==> config.mk <==
export PLATFORM = sky130hd
export DESIGN_NAME = cscan_disk_scheduler
export DESIGN_NICKNAME = d
export VERILOG_FILES = /design/src/rtl/csds_pkg.sv /design/src/rtl/csds_store.sv /design/src/rtl/csds_seq.sv /design/src/rtl/cscan_disk_scheduler.sv
export VERILOG_INCLUDE_DIRS = /design/src /design/src/rtl
export SDC_FILE = /design/constraint.sdc
export NUM_CORES = 1
export LEC_CHECK = 0
export ABC_AREA = 0
export BUFFER_PORTS_ARGS = -buffer_cell sky130_fd_sc_hd__buf_2
export CAP_MARGIN = 20
export CORE_UTILIZATION = 45
export DETAILED_ROUTE_END_ITERATION = 10
export GPL_TIMING_DRIVEN = 0
export SETUP_SLACK_MARGIN = 0.5
export SLEW_MARGIN = 5
export SYNTH_ARGS = -nofsm -noshare
export SYNTH_HDL_FRONTEND = slang
export SYNTH_HIERARCHICAL = 1
export SYNTH_SLANG_ARGS = --single-unit
export TNS_END_PERCENT = 1
==> constraint.sdc <==
create_clock -name clk -period 4.7 [get_ports clk]
set_clock_uncertainty 0.05 [all_clocks]
set_input_delay 0.235 -clock clk [delete_from_list [all_inputs] [get_ports clk]]
set_output_delay 0.235 -clock clk [all_outputs]
set_load 0.005 [all_outputs]
==> src/rtl/assert_macros.svh <==
// ----------------------------------------------------------------------------
// Assertion macros
// Shared concurrent assertion forms for the C-SCAN scheduler.
// ----------------------------------------------------------------------------
`ifndef ASSERT_MACROS_SVH
`define ASSERT_MACROS_SVH

// Check a property at every rising edge outside reset.
`define CSDS_ASSERT(label, clk, rst_n, prop, msg) \
  label: assert property (@(posedge clk) disable iff (!rst_n) prop) \
    else $error(msg);

// Check that a condition in one cycle implies another in the same cycle.
`define CSDS_ASSERT_IMPL(label, clk, rst_n, ante, cons, msg) \
  `CSDS_ASSERT(label, clk, rst_n, (ante) |-> (cons), msg)

`endif

==> src/rtl/csds_pkg.sv <==
`timescale 1ns / 1ps
// ----------------------------------------------------------------------------
// csds_pkg
// Beat types, register codes and sequencer states of the C-SCAN scheduler.
// ----------------------------------------------------------------------------
package csds_pkg;

  localparam int unsigned FIELD_W   = 16;
  localparam int unsigned TOTAL_W   = 18;
  localparam int unsigned CFG_IDX_W = 1;

  localparam logic [TOTAL_W-1:0] TOTAL_MAX = '1;

  localparam logic [CFG_IDX_W-1:0] REG_START_POSITION = 1'b0;
  localparam logic [CFG_IDX_W-1:0] REG_END_TRACK      = 1'b1;

  localparam logic [FIELD_W-1:0] START_POSITION_RESET = 16'd0;
  localparam logic [FIELD_W-1:0] END_TRACK_RESET      = 16'd200;

  typedef struct packed {
    logic [FIELD_W-1:0] request_track;
    logic               last_request;
  } in_item_t;

  typedef struct packed {
    logic [FIELD_W-1:0] served_track;
    logic [FIELD_W-1:0] seek_distance;
    logic [TOTAL_W-1:0] total_movement;
    logic               is_summary;
    logic               overflow;
    logic               last_result;
  } out_item_t;

  typedef enum logic [2:0] {
    ST_LOAD,
    ST_SHIFT,
    ST_PLACE,
    ST_START,
    ST_SCAN,
    ST_EVAL,
    ST_WRAP,
    ST_SUM
  } seq_state_t;

endpackage

==> src/rtl/csds_store.sv <==
`timescale 1ns / 1ps
// ----------------------------------------------------------------------------
// csds_store
// Request store: one write port, one read port, registered read data.
// ----------------------------------------------------------------------------
module csds_store #(
  parameter int unsigned DEPTH = 32,
  parameter int unsigned WIDTH = 16,
  parameter int unsigned AW    = 5
) (
  input  logic             clk,
  input  logic             wr_en,
  input  logic [AW-1:0]    wr_addr,
  input  logic [WIDTH-1:0] wr_data,
  input  logic             rd_en,
  input  logic [AW-1:0]    rd_addr,
  output logic [WIDTH-1:0] rd_data
);

  logic [WIDTH-1:0] mem_r [DEPTH];
  logic [WIDTH-1:0] rd_data_r;

  always_ff @(posedge clk) begin
    if (wr_en) begin
      mem_r[wr_addr] <= wr_data;
    end
    if (rd_en) begin
      rd_data_r <= mem_r[rd_addr];
    end
  end

  assign rd_data = rd_data_r;

endmodule

==> src/rtl/csds_seq.sv <==
`timescale 1ns / 1ps
// ----------------------------------------------------------------------------
// csds_seq
// Sorted-insert loader and two-pass C-SCAN sweep over the request store.
// ----------------------------------------------------------------------------
module csds_seq #(
  parameter int unsigned MAX_PENDING = 32,
  parameter int unsigned TRACK_BITS  = 16
) (
  input  logic                        clk,
  input  logic                        rst_n,
  input  logic                        in_valid,
  input  csds_pkg::in_item_t          in_data,
  output logic                        in_ready,
  input  logic [csds_pkg::FIELD_W-1:0] start_position,
  input  logic [csds_pkg::FIELD_W-1:0] end_track,
  input  logic                        slot_free,
  output logic                        res_push,
  output csds_pkg::out_item_t         res_data
);

  localparam int unsigned TW    = TRACK_BITS;
  localparam int unsigned IW    = $clog2(MAX_PENDING);
  localparam int unsigned CW    = $clog2(MAX_PENDING + 1);
  localparam int unsigned EXT_W = (TW > csds_pkg::FIELD_W) ? TW : csds_pkg::FIELD_W;
  localparam int unsigned SUM_W = ((TW > csds_pkg::TOTAL_W) ? TW : csds_pkg::TOTAL_W) + 2;

  csds_pkg::seq_state_t state_r, state_nxt;

  logic [CW-1:0]                count_r, count_nxt;
  logic                         dropped_r, dropped_nxt;
  logic                         last_r, last_nxt;
  logic [TW-1:0]                v_r, v_nxt;
  logic [IW-1:0]                j_r, j_nxt;
  logic [IW-1:0]                i_r, i_nxt;
  logic                         pass_r, pass_nxt;
  logic [TW-1:0]                head_r, head_nxt;
  logic [TW-1:0]                start_r, start_nxt;
  logic [csds_pkg::TOTAL_W-1:0] total_r, total_nxt;

  logic [EXT_W-1:0] in_ext, end_ext, start_ext, rd_ext, dist_ext;
  logic [TW-1:0]    trk_in, end_t, trk_clamp, start_t, start_clamp;
  logic [TW-1:0]    rd_data, seek_dist;
  logic             accept, count_full, rd_gt, i_last, serve_hit;
  logic [SUM_W-1:0] add_sum, wrap_sum;
  logic [csds_pkg::TOTAL_W-1:0] add_sat, wrap_sat;

  logic          mem_we, mem_re;
  logic [IW-1:0] mem_waddr, mem_raddr;
  logic [TW-1:0] mem_wdata;

  csds_store #(
    .DEPTH (MAX_PENDING),
    .WIDTH (TW),
    .AW    (IW)
  ) u_store (
    .clk     (clk),
    .wr_en   (mem_we),
    .wr_addr (mem_waddr),
    .wr_data (mem_wdata),
    .rd_en   (mem_re),
    .rd_addr (mem_raddr),
    .rd_data (rd_data)
  );

  // Track fields narrow or widen to the internal track width.
  assign in_ext      = EXT_W'(in_data.request_track);
  assign end_ext     = EXT_W'(end_track);
  assign start_ext   = EXT_W'(start_position);
  assign trk_in      = in_ext[TW-1:0];
  assign end_t       = end_ext[TW-1:0];
  assign start_t     = start_ext[TW-1:0];
  assign trk_clamp   = (trk_in > end_t) ? end_t : trk_in;
  assign start_clamp = (start_t > end_t) ? end_t : start_t;

  assign accept     = in_valid && in_ready;
  assign count_full = (count_r == CW'(MAX_PENDING));
  assign rd_gt      = (rd_data > v_r);
  assign i_last     = ((CW'(i_r) + CW'(1)) == count_r);
  assign serve_hit  = pass_r ? (rd_data < start_r) : (rd_data >= start_r);

  // Both passes move upward, so the seek is a plain difference.
  assign seek_dist = rd_data - head_r;
  assign rd_ext    = EXT_W'(rd_data);
  assign dist_ext  = EXT_W'(seek_dist);
  assign add_sum   = SUM_W'(total_r) + SUM_W'(seek_dist);
  assign wrap_sum  = SUM_W'(total_r) + SUM_W'(end_t - head_r) + SUM_W'(end_t);
  assign add_sat   = (add_sum > SUM_W'(csds_pkg::TOTAL_MAX)) ?
                     csds_pkg::TOTAL_MAX : add_sum[csds_pkg::TOTAL_W-1:0];
  assign wrap_sat  = (wrap_sum > SUM_W'(csds_pkg::TOTAL_MAX)) ?
                     csds_pkg::TOTAL_MAX : wrap_sum[csds_pkg::TOTAL_W-1:0];

  // Next state
  always_comb begin
    state_nxt = state_r;
    case (state_r)
      csds_pkg::ST_LOAD: begin
        if (accept) begin
          if (!count_full && (count_r != '0)) begin
            state_nxt = csds_pkg::ST_SHIFT;
          end else if (in_data.last_request) begin
            state_nxt = csds_pkg::ST_START;
          end
        end
      end
      csds_pkg::ST_SHIFT: begin
        if (rd_gt) begin
          if (j_r == IW'(1)) begin
            state_nxt = csds_pkg::ST_PLACE;
          end
        end else begin
          state_nxt = last_r ? csds_pkg::ST_START : csds_pkg::ST_LOAD;
        end
      end
      csds_pkg::ST_PLACE: begin
        state_nxt = last_r ? csds_pkg::ST_START : csds_pkg::ST_LOAD;
      end
      csds_pkg::ST_START: begin
        state_nxt = (count_r == '0) ? csds_pkg::ST_WRAP : csds_pkg::ST_SCAN;
      end
      csds_pkg::ST_SCAN: begin
        state_nxt = csds_pkg::ST_EVAL;
      end
      csds_pkg::ST_EVAL: begin
        if (pass_r && !serve_hit) begin
          state_nxt = csds_pkg::ST_SUM;
        end else if (serve_hit && !slot_free) begin
          state_nxt = csds_pkg::ST_EVAL;
        end else if (i_last) begin
          state_nxt = pass_r ? csds_pkg::ST_SUM : csds_pkg::ST_WRAP;
        end else begin
          state_nxt = csds_pkg::ST_SCAN;
        end
      end
      csds_pkg::ST_WRAP: begin
        state_nxt = (count_r == '0) ? csds_pkg::ST_SUM : csds_pkg::ST_SCAN;
      end
      csds_pkg::ST_SUM: begin
        if (slot_free) begin
          state_nxt = csds_pkg::ST_LOAD;
        end
      end
      default: begin
        state_nxt = csds_pkg::ST_LOAD;
      end
    endcase
  end

  // Outputs: store port, input ready, result beat
  always_comb begin
    in_ready  = (state_r == csds_pkg::ST_LOAD);
    mem_we    = 1'b0;
    mem_waddr = j_r;
    mem_wdata = v_r;
    mem_re    = 1'b0;
    mem_raddr = i_r;
    res_push  = 1'b0;
    res_data  = '0;
    case (state_r)
      csds_pkg::ST_LOAD: begin
        if (accept && !count_full) begin
          if (count_r == '0) begin
            mem_we    = 1'b1;
            mem_waddr = '0;
            mem_wdata = trk_clamp;
          end else begin
            mem_re    = 1'b1;
            mem_raddr = count_r[IW-1:0] - IW'(1);
          end
        end
      end
      csds_pkg::ST_SHIFT: begin
        mem_we    = 1'b1;
        mem_waddr = j_r;
        mem_wdata = rd_gt ? rd_data : v_r;
        if (rd_gt && (j_r != IW'(1))) begin
          mem_re    = 1'b1;
          mem_raddr = j_r - IW'(2);
        end
      end
      csds_pkg::ST_PLACE: begin
        mem_we    = 1'b1;
        mem_waddr = j_r;
        mem_wdata = v_r;
      end
      csds_pkg::ST_SCAN: begin
        mem_re    = 1'b1;
        mem_raddr = i_r;
      end
      csds_pkg::ST_EVAL: begin
        if (serve_hit && slot_free) begin
          res_push                = 1'b1;
          res_data.served_track   = rd_ext[csds_pkg::FIELD_W-1:0];
          res_data.seek_distance  = dist_ext[csds_pkg::FIELD_W-1:0];
          res_data.total_movement = add_sat;
          res_data.overflow       = dropped_r;
        end
      end
      csds_pkg::ST_SUM: begin
        if (slot_free) begin
          res_push                = 1'b1;
          res_data.total_movement = total_r;
          res_data.is_summary     = 1'b1;
          res_data.overflow       = dropped_r;
          res_data.last_result    = 1'b1;
        end
      end
      default: begin
        mem_we = 1'b0;
      end
    endcase
  end

  // Datapath next values
  always_comb begin
    count_nxt   = count_r;
    dropped_nxt = dropped_r;
    last_nxt    = last_r;
    v_nxt       = v_r;
    j_nxt       = j_r;
    i_nxt       = i_r;
    pass_nxt    = pass_r;
    head_nxt    = head_r;
    start_nxt   = start_r;
    total_nxt   = total_r;
    case (state_r)
      csds_pkg::ST_LOAD: begin
        if (accept) begin
          last_nxt = in_data.last_request;
          if (!count_full) begin
            v_nxt     = trk_clamp;
            j_nxt     = count_r[IW-1:0];
            count_nxt = count_r + CW'(1);
          end else begin
            dropped_nxt = 1'b1;
          end
        end
      end
      csds_pkg::ST_SHIFT: begin
        if (rd_gt) begin
          j_nxt = j_r - IW'(1);
        end
      end
      csds_pkg::ST_START: begin
        start_nxt = start_clamp;
        head_nxt  = start_clamp;
        total_nxt = '0;
        i_nxt     = '0;
        pass_nxt  = 1'b0;
      end
      csds_pkg::ST_EVAL: begin
        if (serve_hit && slot_free) begin
          total_nxt = add_sat;
          head_nxt  = rd_data;
          i_nxt     = i_r + IW'(1);
        end else if (!serve_hit && !pass_r) begin
          i_nxt = i_r + IW'(1);
        end
      end
      csds_pkg::ST_WRAP: begin
        total_nxt = wrap_sat;
        head_nxt  = '0;
        i_nxt     = '0;
        pass_nxt  = 1'b1;
      end
      csds_pkg::ST_SUM: begin
        if (slot_free) begin
          count_nxt   = '0;
          dropped_nxt = 1'b0;
          total_nxt   = '0;
        end
      end
      default: begin
        count_nxt = count_r;
      end
    endcase
  end

  always_ff @(posedge clk) begin
    if (!rst_n) begin
      state_r   <= csds_pkg::ST_LOAD;
      count_r   <= '0;
      dropped_r <= 1'b0;
      last_r    <= 1'b0;
      pass_r    <= 1'b0;
      head_r    <= '0;
      total_r   <= '0;
    end else begin
      state_r   <= state_nxt;
      count_r   <= count_nxt;
      dropped_r <= dropped_nxt;
      last_r    <= last_nxt;
      pass_r    <= pass_nxt;
      head_r    <= head_nxt;
      total_r   <= total_nxt;
    end
  end

  always_ff @(posedge clk) begin
    v_r     <= v_nxt;
    j_r     <= j_nxt;
    i_r     <= i_nxt;
    start_r <= start_nxt;
  end

endmodule

==> src/rtl/cscan_disk_scheduler.sv <==
`timescale 1ns / 1ps
// ----------------------------------------------------------------------------
// cscan_disk_scheduler
// C-SCAN disk request scheduler: loads a batch of tracks, serves them upward
// from the start position, wraps to track zero and serves the rest.
// ----------------------------------------------------------------------------
//
//   Channel  Dir  Handshake              Beat
//   in_      in   in_valid / in_ready    request_track, last_request
//   out_     out  out_valid / out_ready  served_track .. last_result
//   cfg_     in   cfg_valid / cfg_ready  cfg_index, cfg_data (16-bit register)
//
// Loading: each request beat is inserted in sorted position in the request
// store. The first request of a batch is written at once, a dropped one is
// discarded; any other reads the last stored entry, each larger entry then
// moves up one place (SHIFT) and the request lands in the gap, in PLACE if it
// is the smallest; the store's single read port with registered read data sets this order.
// Serving: a set-up state, then a read (SCAN) and an evaluate (EVAL) per
// stored entry examined, a wrap state and a summary state; the lower pass
// stops at the first track at or above the start.
// Reset (rst_n low, synchronous) clears the batch; the store needs no clear.
// Result beats wait in one output register; a stalled out_ready holds the
// sweep, and the next batch's requests are taken while the summary beat waits there.
// ----------------------------------------------------------------------------
`include "assert_macros.svh"

module cscan_disk_scheduler #(
  parameter int unsigned MAX_PENDING = 32,
  parameter int unsigned TRACK_BITS  = 16
) (
  input  logic                          clk,
  input  logic                          rst_n,
  input  logic                          in_valid,
  output logic                          in_ready,
  input  csds_pkg::in_item_t            in_data,
  output logic                          out_valid,
  input  logic                          out_ready,
  output csds_pkg::out_item_t           out_data,
  input  logic                          cfg_valid,
  output logic                          cfg_ready,
  input  logic [csds_pkg::CFG_IDX_W-1:0] cfg_index,
  input  logic [csds_pkg::FIELD_W-1:0]  cfg_data
);

  logic [csds_pkg::FIELD_W-1:0] start_position_r, start_position_nxt;
  logic [csds_pkg::FIELD_W-1:0] end_track_r, end_track_nxt;
  logic                         out_valid_r, out_valid_nxt;
  csds_pkg::out_item_t          out_data_r, out_data_nxt;

  logic                slot_free;
  logic                res_push;
  csds_pkg::out_item_t res_data;

  // Register writes are always taken.
  assign cfg_ready = 1'b1;

  always_comb begin
    start_position_nxt = start_position_r;
    end_track_nxt      = end_track_r;
    if (cfg_valid && cfg_ready) begin
      case (cfg_index)
        csds_pkg::REG_START_POSITION: start_position_nxt = cfg_data;
        csds_pkg::REG_END_TRACK:      end_track_nxt      = cfg_data;
        default:                      end_track_nxt      = end_track_r;
      endcase
    end
  end

  // The output register is free when empty or being drained this cycle.
  assign slot_free = !out_valid_r || out_ready;

  csds_seq #(
    .MAX_PENDING (MAX_PENDING),
    .TRACK_BITS  (TRACK_BITS)
  ) u_seq (
    .clk            (clk),
    .rst_n          (rst_n),
    .in_valid       (in_valid),
    .in_data        (in_data),
    .in_ready       (in_ready),
    .start_position (start_position_r),
    .end_track      (end_track_r),
    .slot_free      (slot_free),
    .res_push       (res_push),
    .res_data       (res_data)
  );

  // Load a new beat on push, drop the valid once the beat is taken.
  always_comb begin
    out_valid_nxt = out_valid_r;
    out_data_nxt  = out_data_r;
    if (res_push) begin
      out_valid_nxt = 1'b1;
      out_data_nxt  = res_data;
    end else if (out_ready) begin
      out_valid_nxt = 1'b0;
    end
  end

  always_ff @(posedge clk) begin
    if (!rst_n) begin
      start_position_r <= csds_pkg::START_POSITION_RESET;
      end_track_r      <= csds_pkg::END_TRACK_RESET;
      out_valid_r      <= 1'b0;
    end else begin
      start_position_r <= start_position_nxt;
      end_track_r      <= end_track_nxt;
      out_valid_r      <= out_valid_nxt;
    end
  end

  always_ff @(posedge clk) begin
    out_data_r <= out_data_nxt;
  end

  assign out_valid = out_valid_r;
  assign out_data  = out_data_r;

  // A result beat is only pushed into a free output register.
  `CSDS_ASSERT_IMPL(a_push_into_free_slot, clk, rst_n, res_push, slot_free,
                    "result pushed over a waiting beat")
  // The last request of a batch closes the input until the batch is served.
  `CSDS_ASSERT(a_last_closes_input, clk, rst_n,
               (in_valid && in_ready && in_data.last_request) |=> !in_ready,
               "input still open after the last request")
  // Pushing the summary reopens the input for the next batch.
  `CSDS_ASSERT(a_summary_reopens_input, clk, rst_n,
               (res_push && res_data.is_summary) |=> in_ready,
               "input not reopened after the summary beat")

endmodule

**Yosys cells after proc, flatten, opt, wreduce, memory -nomap -nowiden**

Memories as Yosys holds them, arrays and structs flattened. A register that Yosys moved wholly into a read port is not among the register bits.
Index checks and enable logic that the tools add are counted.
W data, S select, Z words.

- Memories kept: 1
- Register bits after elaboration: 174
- Memory bits (writable): 512
- Input port bits: 39
- Word-level logic and storage cells: 169

- $lt $le $gt $ge: 7
- Multiplexer cells: 70
- Add/subtract/negate cells: 11
- Bitwise logic cells: 2
- Reductions and logical operators: 38
- Equal/unequal tests: 20

Memories:

| memory | depth | bits a word | read ports | clocked after Yosys merged registers in | wr ports | line | text |
|---|---|---|---|---|---|---|---|
| u_seq.u_store.mem_r | 32 | 16 | 1 | 1 | 1 | csds_store.sv:20 | `logic [WIDTH-1:0] mem_r [DEPTH];` |

Operator list:

| kind | number |
|---|---|
| $mux W16 | 6 |
| $mux W18 | 5 |
| $pmux W18 S4 | 1 |
| $mux W5 | 11 |
| $gt A16 B16 Y1 | 3 |
| $pmux W16 S3 | 1 |
| $gt A20 B18 Y1 const B | 2 |
| $pmux W18 S2 | 1 |
| $pmux W16 S2 | 1 |
| $pmux W5 S2 | 3 |
| $mux W3 | 9 |
| $pmux W3 S8 | 1 |
| $mux W21 | 1 |
| $add A18 B20 Y20 | 1 |
| $add A20 B16 Y20 | 1 |
| $add A18 B16 Y19 | 1 |
| $mux W6 | 3 |
| $mux W1 | 17 |
| $sub A16 B16 Y17 | 1 |
| $ge A16 B16 Y1 | 1 |
| $lt A16 B16 Y1 | 1 |
| $reduce_and A4 Y1 | 4 |
| $sub A16 B16 Y16 | 1 |
| $eq A3 B3 Y1 const B | 4 |
| other kinds (32) | 68 |

**Logic depth before layout (Yosys ltp)**

Gate-level depths: netlist (run 1).

- Depth after elaboration: 7
- Gate-level depth with buffers: 23
- Mapped depth without buffers: 22

**By module**

Netlist (run 1), hierarchy kept.

By module, submodules not included:

| module | area an instance (um2) | times used | cells each |
|---|---|---|---|
| csds_store | 20,694.8 | 1 | 1,143 |
| csds_seq | 10,742.8 | 1 | 1,363 |
| cscan_disk_scheduler | 2,917.8 | 1 | 185 |

**Least setup slack after synthesis (run 1)**

Ideal clock, no wire load.

- Kind: reg2reg
- Start point: register end_track_r[0] (netlist name)
- End point: register u_seq/total_r[2] (netlist name)
- Stages on the path, launching flop included: 23
- Library setup time: 66 ps
- Clock period less this slack: 5,088 ps
- Arrival: 4,971 ps
- Slack: -388 ps
- Data required time: 4,584 ps
- Buffers on the path: 1
- Cell sequence: dfxtp_1 > inv_1 > ha_1 > inv_1 > fa_1 > a211oi_2 > o2111ai_1 > a221oi_2 > or2_2 > nor2b_1 > xnor2_1 > fa_1 > ha_1 > a21o_1 > a31oi_1 > o221ai_1 > a311oi_1 > o21ai_0 > and4_1 > or3_4 > buf_6 > a31o_1 > a21oi_2

- Longest elaborated chain between the ends: 6

Ends and longest elaborated chain:

| item | line | text |
|---|---|---|
| start, declared | cscan_disk_scheduler.sv:46 | `logic [csds_pkg::FIELD_W-1:0] end_track_r, end_track_nxt;` |
| start signal, assigned | cscan_disk_scheduler.sv:103 | `end_track_r <= csds_pkg::END_TRACK_RESET;` |
| start signal, assigned | cscan_disk_scheduler.sv:107 | `end_track_r <= end_track_nxt;` |
| $sub A16 B16 Y17 | csds_seq.sv:87 | `assign wrap_sum = SUM_W'(total_r) + SUM_W'(end_t - head_r) + SUM_W'(end_t);` |
| $add A18 B20 Y20 | csds_seq.sv:87 |  |
| $add A20 B16 Y20 * | csds_seq.sv:87 |  |
| $gt A20 B18 Y1 | csds_seq.sv:90 | `assign wrap_sat = (wrap_sum > SUM_W'(csds_pkg::TOTAL_MAX)) ?` |
| $mux W18 * | csds_seq.sv:90 |  |
| $pmux W18 S4 * | csds_seq.sv:226 | `case (state_r)` |
| end signal, assigned | csds_seq.sv:295 | `total_r <= total_nxt;` |
| end, declared | csds_seq.sv:39 | `logic [csds_pkg::TOTAL_W-1:0] total_r, total_nxt;` |

Mark *: on every way between the ends. The rest lies on a longest branch, timed or not.
A chain may end at the register's enable or synchronous reset.

**Worst setup path after layout (run 1)**

- Start point: register end_track_r[1] (netlist name)
- End point: register u_seq/total_r[2] (netlist name)

The elaborated chain is that of the path after synthesis.

==> results of run 1 <==
## repair_timing
item                                   in CTS  in global routing
gates resized for setup                   179                198
hold buffers                               46                  0
setup buffers                              22                  9
setup endpoints to repair                 747                733
gates cloned                                1                  0
endpoints found under the hold margin      57                  0
pin swaps                                  48                105
## kinds of logic (layout without fill, tap and decap cells)
family,after synthesis,count (layout),synth area share
adders and majority gates,157,157,0.0613
xor gates and xnor gates,69,69,0.0176
other,1,1,0.000109
DFF,702,702,0.591
muxes,324,324,0.0955
AOI/OAI and AO/OA,585,585,0.113
buffers and inverters,255,607,0.0386
and+or+nand+nor,598,598,0.0831
## Yosys cell counts, types with 10 or more instances
library cell	n
edfxtp_1	623
mux2i_1	293
nand2_1	194
ha_1	138
a21oi_1	134
nor2_1	131
inv_1	121
o21ai_0	119
a22oi_1	81
dfxtp_1	79
nand3_1	64
clkbuf_1	63
xnor2_1	50
and2_1	49
nor3_1	40
a22o_1	34
nand4_1	32
mux2_2	31
a31oi_1	28
a21o_1	26
buf_2	24
o21a_1	23
buf_4	22
o2111ai_1	20
fa_1	19
o211ai_1	19
xor2_1	19
nand2b_1	16
nor2b_1	14
and3_1	11
o22ai_1	11
nand3b_1	10
o21bai_1	10
## metal layers
layer / vias to the layer above / part of all wire / global-route usage
li1: 10800 / - / -
met1: 11700 / 0.41 / 0.324
met2: 794 / 0.49 / 0.435
met3: 194 / 0.050 / 0.0319
met4: 0 / 0.048 / 0.112
met5: - / 0 / 0
## where the power goes
part           switching, uW  internal, uW  leakage, uW
combinational          11100          7020      0.00799
clock                   2520          3450      0.00122
sequential               556          8810      0.00623
total                  14100         19300       0.0154
## metrics by stage
stage	hold WS (ns)	TNS (ns)	instance area, sq um
after floorplan	0.327	0	34500
after global placement	0.397	-825.77	36100
after detailed placement	0.409	-89.24	37100
after CTS	0.00589	-8.38	41100
after global routing	0.0430	-10.37	41900
final	0.0474	-6.44	41900
## registers in the layout, summed over array words and instances, names as in the netlist, 3 cells and up
| register | cells |
|---|---|
| u_seq/count_r | 6 |
| start_position_r | 16 |
| u_seq/i_r | 5 |
| u_seq/state_r | 3 |
| u_seq/head_r | 16 |
| out_data | 53 |
| u_seq/v_r | 16 |
| u_seq/u_store/mem_r | 512 |
| end_track_r | 16 |
| u_seq/j_r | 5 |
| u_seq/u_store/rd_data | 16 |
| u_seq/start_r | 16 |
| u_seq/total_r | 18 |
## final timing paths
path         slack, ns  cells after the start                             start                               end
max reg2reg      -0.46                     20       end_track_r[1]$_SDFFE_PN0P_     u_seq/total_r[2]$_SDFFE_PN0P_
min reg2reg       0.43                      2  start_position_r[0]$_SDFFE_PN0P_  start_position_r[0]$_SDFFE_PN0P_
min               0.05                      4                          in_valid     u_seq/state_r[0]$_SDFFE_PN0P_
max              -0.46                     20       end_track_r[1]$_SDFFE_PN0P_     u_seq/total_r[2]$_SDFFE_PN0P_
## critical path: stages (launching register included)
cell       delay (ns)
dfxtp_4          0.41
ha_4             0.22
nor2b_4          0.12
o21ai_2          0.15
a21boi_1         0.09
o21ai_1          0.22
a31oi_2          0.13
o31a_1           0.31
o41ai_4          0.38
mux2i_1          0.30
o2111ai_2        0.17
fa_1             0.46
ha_1             0.34
or3_1            0.37
o21ai_0          0.17
a31oi_4          0.07
and4_1           0.23
or3_4            0.39
buf_6            0.16
a31o_1           0.24
a21oi_2          0.12
## final cells by class
cell class              count  share of cell area
clock inverters            38             0.00901
flip-flops and latches    702               0.485
clock buffers             104              0.0510
inverters                 123              0.0113
multi-input cells        1734               0.345
well taps                 969              0.0289
repair buffers            210              0.0431
plain buffers             132              0.0262
==> out/metrics.cfg, run 1 <==
[logic_synthesis]
yosys_most_used_dff=edfxtp_1
synthesis.nets=2887
netlist_instances=2691
avgSynthCellArea_sq_um=12.8
async_flop_share=0
synthesis.area_sq_um=34400
yosysTopAreaCellShare=0.545
synth_edf_count=623
synthTopCellsByArea=edfxtp_1, mux2i_1, ha_1, dfxtp_1, nand2_1
seq_area_frac_synth=0.591
yosys.area.top_type=edfxtp_1
synth_cell_type_count=83
ys_ff_latch=702
yosysWarnings=6

[timing]
slew_headroom=0.119
setup_slack_ns=-0.464
min_period_ns=5.16
worst_pin_slew_ns=1.32
timing.final.hold_violations=0
setup_viol=18
max_freq_mhz=194
rsz0062_at_grt=yes
fin_crit_sh=1.10
slew_violations=0

[global_routing]
grt_pass1_vias=23600
grt_overflow_total=0
grt_max_degree=40
track_usage=0.254
antenna_found_initial=0
grt_pass1_wl_microns=147000

[detailed_routing]
viasPerCell=5.84
ant_nets=0
vias=23400
routedWlPerCell_microns=24.7
drt-initial-drc-count=1883
drtPass1Iterations=7
drc_errors=0
drt_wl_total_microns=99100

[finish]
drive_gt1_frac=0.220
n_antenna_cell=0
fillers=6059
layout_commonest_cell=edfxtp_1
layout.cells.non_filler=4012
regArea_sq_um=20300
multi_input_area_sq_um=14500
fin_util=0.559
layout_common_cells=edfxtp_1, mux2i_1, nand2_1
areaGrowthSynthToFinish_pct=22.0
finalNetCount=3178

[clock_tree]
clkTransAtPathRegs_ns=0.06
cts_buffers=79
cts_sinks=702
cts-root-buf=clkbuf_16
clk_latency_ns=0.64
cts_max_path_buffers=3
htreeDepth=3
cts_tree=built

[floorplan]
die_area_sq_um=77500
core_area_sq_um=74900
ios=95
fp-row-count=100
die_w_microns=278
die_h_microns=278
initial_core_util=0.458

[setup_path]
crit_required_ns=5.21
cp.arrival_ns=5.67
endpoint_kind=flip-flop
cp_max_fo=6
cp-start-kind=flip-flop
path_class=flip-flop to flip-flop

[placement]
place_congestion=0.933
dp_cells=3792
dp_slack_ns=-1.03
place_hpwl_microns=71600
io_buffers=92

[pwr]
power.total_uw=33400
p_leak_uw=0.0154
ir_drop_uv=386
power_density_nw_per_um2=798

[min_path]
hold_path_class=input pin to flip-flop

[outcome]
violations=setup timing
outcome=finished, violations left

[flow_run]
cap_violations=0

No activity file was read; power rests on OpenSTA's default activity.
==> inputs of run 2 (changes only) <==
--- a/config.mk
+++ b/config.mk
@@ -9,9 +9,10 @@
 export ABC_AREA = 0
 export BUFFER_PORTS_ARGS = -buffer_cell sky130_fd_sc_hd__buf_2
 export CAP_MARGIN = 20
-export CORE_UTILIZATION = 45
+export CORE_UTILIZATION = 57
 export DETAILED_ROUTE_END_ITERATION = 10
 export GPL_TIMING_DRIVEN = 0
+export PLACE_DENSITY = 0.77
 export SETUP_SLACK_MARGIN = 0.5
 export SLEW_MARGIN = 5
 export SYNTH_ARGS = -nofsm -noshare
==> run 2 against run 1 <==
Compared with the run above: core utilization rose by 14 points; wire length down 1.4%; sequential share of layout area rose by 0.67 points; hold slack better by 0.011 ns; global-route usage is 5.7 points higher; count of clock-buffer cells in the layout decreased by 15; the run ends with DRC, setup timing left; combinational power about the same.
==> out/metrics.cfg, run 2 (synthesized netlist as in run 1, its figures left out) <==
[detailed_routing]
viasPerCell=6.40  ; +9.6%
wl_met2_microns=47000  ; -3.7%
wl_met1_microns=38000  ; -6.2%
wl_met3_microns=7300  ; +47%
vias=24300  ; +3.8%
routedWlPerCell_microns=25.7  ; +4.2%
drc_errors=11  ; +11
drt_wl_total_microns=97700  ; -1.4%
drt-initial-drc-count=2401  ; +28%
highest_layer=met5
ant_nets=0  ; unchanged
drtPass1Iterations=8  ; +1

[global_routing]
grt_pass1_wl_microns=141000  ; -4.0%
grt_pass1_vias=23500  ; -0.013%
grt_max_degree=35  ; -13%
track_usage=0.312  ; +0.0572
grt_overflow_total=0  ; unchanged
antenna_found_initial=3  ; +3

[timing]
timing.final.hold_violations=0  ; unchanged
setup_viol=18  ; unchanged
max_freq_mhz=189  ; -2.2%
min_period_ns=5.28  ; +0.114 ns
rsz0062_at_grt=yes
worst_pin_slew_ns=1.06  ; -0.256 ns
slew_headroom=0.288  ; +0.169
fin_crit_sh=1.12  ; +0.0242
finalSetupTns_ns=-8.89  ; -2.44 ns
setup_slack_ns=-0.577  ; -0.114 ns
slew_violations=0  ; unchanged

[clock_tree]
cts_buffers=72  ; -8.9%
clk_latency_ns=0.62  ; -0.02 ns
cts_sinks=702  ; unchanged
clkTransAtPathRegs_ns=0.06  ; about the same
cts_tree=built
htreeDepth=3  ; unchanged
cts-root-buf=clkbuf_16
cts_max_path_buffers=3  ; unchanged

[finish]
multi_input_area_sq_um=14400  ; -0.35%
regArea_sq_um=20300  ; about the same
areaGrowthSynthToFinish_pct=20.2
finalNetCount=3164  ; -0.44%
drive_gt1_frac=0.218  ; -0.00127
layout_common_cells=edfxtp_1, mux2i_1, nand2_1
fin_area_sq_um=41300  ; -1.5%
largest_register=u_seq/u_store/mem_r
layout_commonest_cell=edfxtp_1
largest_reg_flops=512  ; unchanged
n_antenna_cell=0  ; unchanged
fillers=3922  ; -35%

[floorplan]
fp-row-count=89  ; -11%
core_area_sq_um=59200  ; -21%
die_w_microns=248  ; -11%
die_h_microns=248  ; -11%
initial_core_util=0.580  ; +0.122
die_area_sq_um=61300  ; -21%
ios=95  ; unchanged

[setup_path]
cp_max_fo=5  ; -1
cp.arrival_ns=5.79  ; +0.12 ns
r2r-start=end_track_r[1]$_SDFFE_PN0P_
cp-start-kind=flip-flop
rrSetupSlack_ns=-0.58  ; -0.11 ns
rr_endpoint=u_seq/total_r[14]$_SDFFE_PN0P_
ff2ff_path_depth=23  ; +15%
startpoint=end_track_r[1]$_SDFFE_PN0P_
path_class=flip-flop to flip-flop
endpoint_kind=flip-flop
crit_end=u_seq/total_r[14]$_SDFFE_PN0P_
crit_required_ns=5.21  ; about the same

[pwr]
switching_power_uw=14000  ; -1.2%
ir_drop_uv=425  ; +9.9%
p_leak_uw=0.0153  ; -0.83%
p_int_uw=19000  ; -1.6%
p_seq_frac=0.286  ; +0.006
swShare=0.424  ; +0.00112
pwr-share-comb=0.545  ; +0.004
power_density_nw_per_um2=798  ; about the same
clkPwrFrac=0.168  ; -0.011

[min_path]
hold_path_class=input pin to flip-flop

[placement]
io_buffers=92  ; unchanged
placed_cell_area_sq_um=36700  ; -1.0%
place_hpwl_microns=67900  ; -5.0%
place_congestion=1.02  ; +8.9%

[outcome]
outcome=finished, violations left
violations=DRC, setup timing

[flow_run]
cap_violations=0  ; unchanged

==> run 2: changes by cell type in the layout (fill, tap and decap cells not counted), moves of 7 or more <==
cell	change
o21ai_0	-7
nand2_1	+10
clkinv_2	+11
nand2_2	-10
clkbuf_1	-7
dfxtp_4	-7
buf_8	-7
==> run 2: layout make-up <==
type                       instances  share of cell area
inverter                         123              0.0117
timing repair buffer             203              0.0406
buffer                           132              0.0279
tap                              773              0.0234
clock inverter                    41             0.00863
multi-input combinational       1734               0.349
sequential                       702               0.492
clock buffer                      89              0.0467
==> run 2: what timing repair did <==
| item | 4_1_cts | 5_1_grt |
|---|---|---|
| setup endpoints to repair | 833 | 416 |
| cloned | 1 | 0 |
| gates resized for setup | 189 | 193 |
| pin swaps | 76 | 131 |
| hold buffers | 40 | 0 |
| hold endpoints to repair | 53 | 0 |
| setup buffers | 26 | 10 |
==> run 2: worst min path at each step <==
stage / from / endpoint / slack (ns) / cells past startpoint
2_1_floorplan: cfg_data[3] / start_position_r[3]$_SDFFE_PN0P_ / 0.33 / 2
3_3_place_gp: u_seq/last_r$_SDFFE_PN0P_ / u_seq/last_r$_SDFFE_PN0P_ / 0.40 / 2
3_5_place_dp: u_seq/last_r$_SDFFE_PN0P_ / u_seq/last_r$_SDFFE_PN0P_ / 0.41 / 2
4_1_cts: rst_n / start_position_r[11]$_SDFFE_PN0P_ / 0.02 / 3
5_1_grt: in_valid / u_seq/state_r[0]$_SDFFE_PN0P_ / 0.07 / 4
6_report: rst_n / start_position_r[11]$_SDFFE_PN0P_ / 0.06 / 3
==> run 2: per-layer routing <==
| metal | vias to the layer above | track usage |
|---|---|---|
| met1 | 12000 | 0.391 |
| met4 | 2 | 0.181 |
| met3 | 288 | 0.0545 |
| met5 | - | 0 |
| li1 | 10700 | - |
| met2 | 1233 | 0.509 |
==> run 2: power groups by stage <==
stage               registers (uW)  logic [uW]  clock network, uW
CTS                           9390       16400               5590
global placement              9740       13800                  0
floorplan                     9280        9670                  0
finish                        9430       18000               5550
detailed placement            9530       14900                  0
global route                  9450       18800               5850
==> run 2: per-stage QoR <==
step / power, uW / cells / setup slack, ns / hold slack (ns) / util
floorplan: 19000 / 2691 / 0.00929 / 0.327 / -
global placement: 23500 / 3556 / -1.94 / 0.401 / 0.606
detailed placement: 24500 / 3590 / -0.987 / 0.407 / 0.620
CTS: 31400 / 3787 / -0.475 / 0.0167 / 0.682
global route: 34200 / 3797 / -0.739 / 0.0740 / 0.697
finish: 33000 / 3797 / -0.577 / 0.0583 / 0.697
==> run 2: critical path, cell delays in order (launching register included) <==
cell and delay (ns):
dfxtp_4 0.37, ha_4 0.24, nor2b_4 0.12, o21ai_2 0.16, a21boi_2 0.09, o21ai_2 0.21, a31oi_2 0.12, o31a_1 0.38
o41ai_4 0.39, buf_4 0.21, xnor2_4 0.12, fa_2 0.47, ha_4 0.31, and3_4 0.19, o211ai_1 0.10, nor2_1 0.22
a311oi_2 0.13, o21ai_1 0.18, buf_4 0.14, nor4b_4 0.04, or3_4 0.45, buf_6 0.16, a31oi_1 0.17, o221a_1 0.20
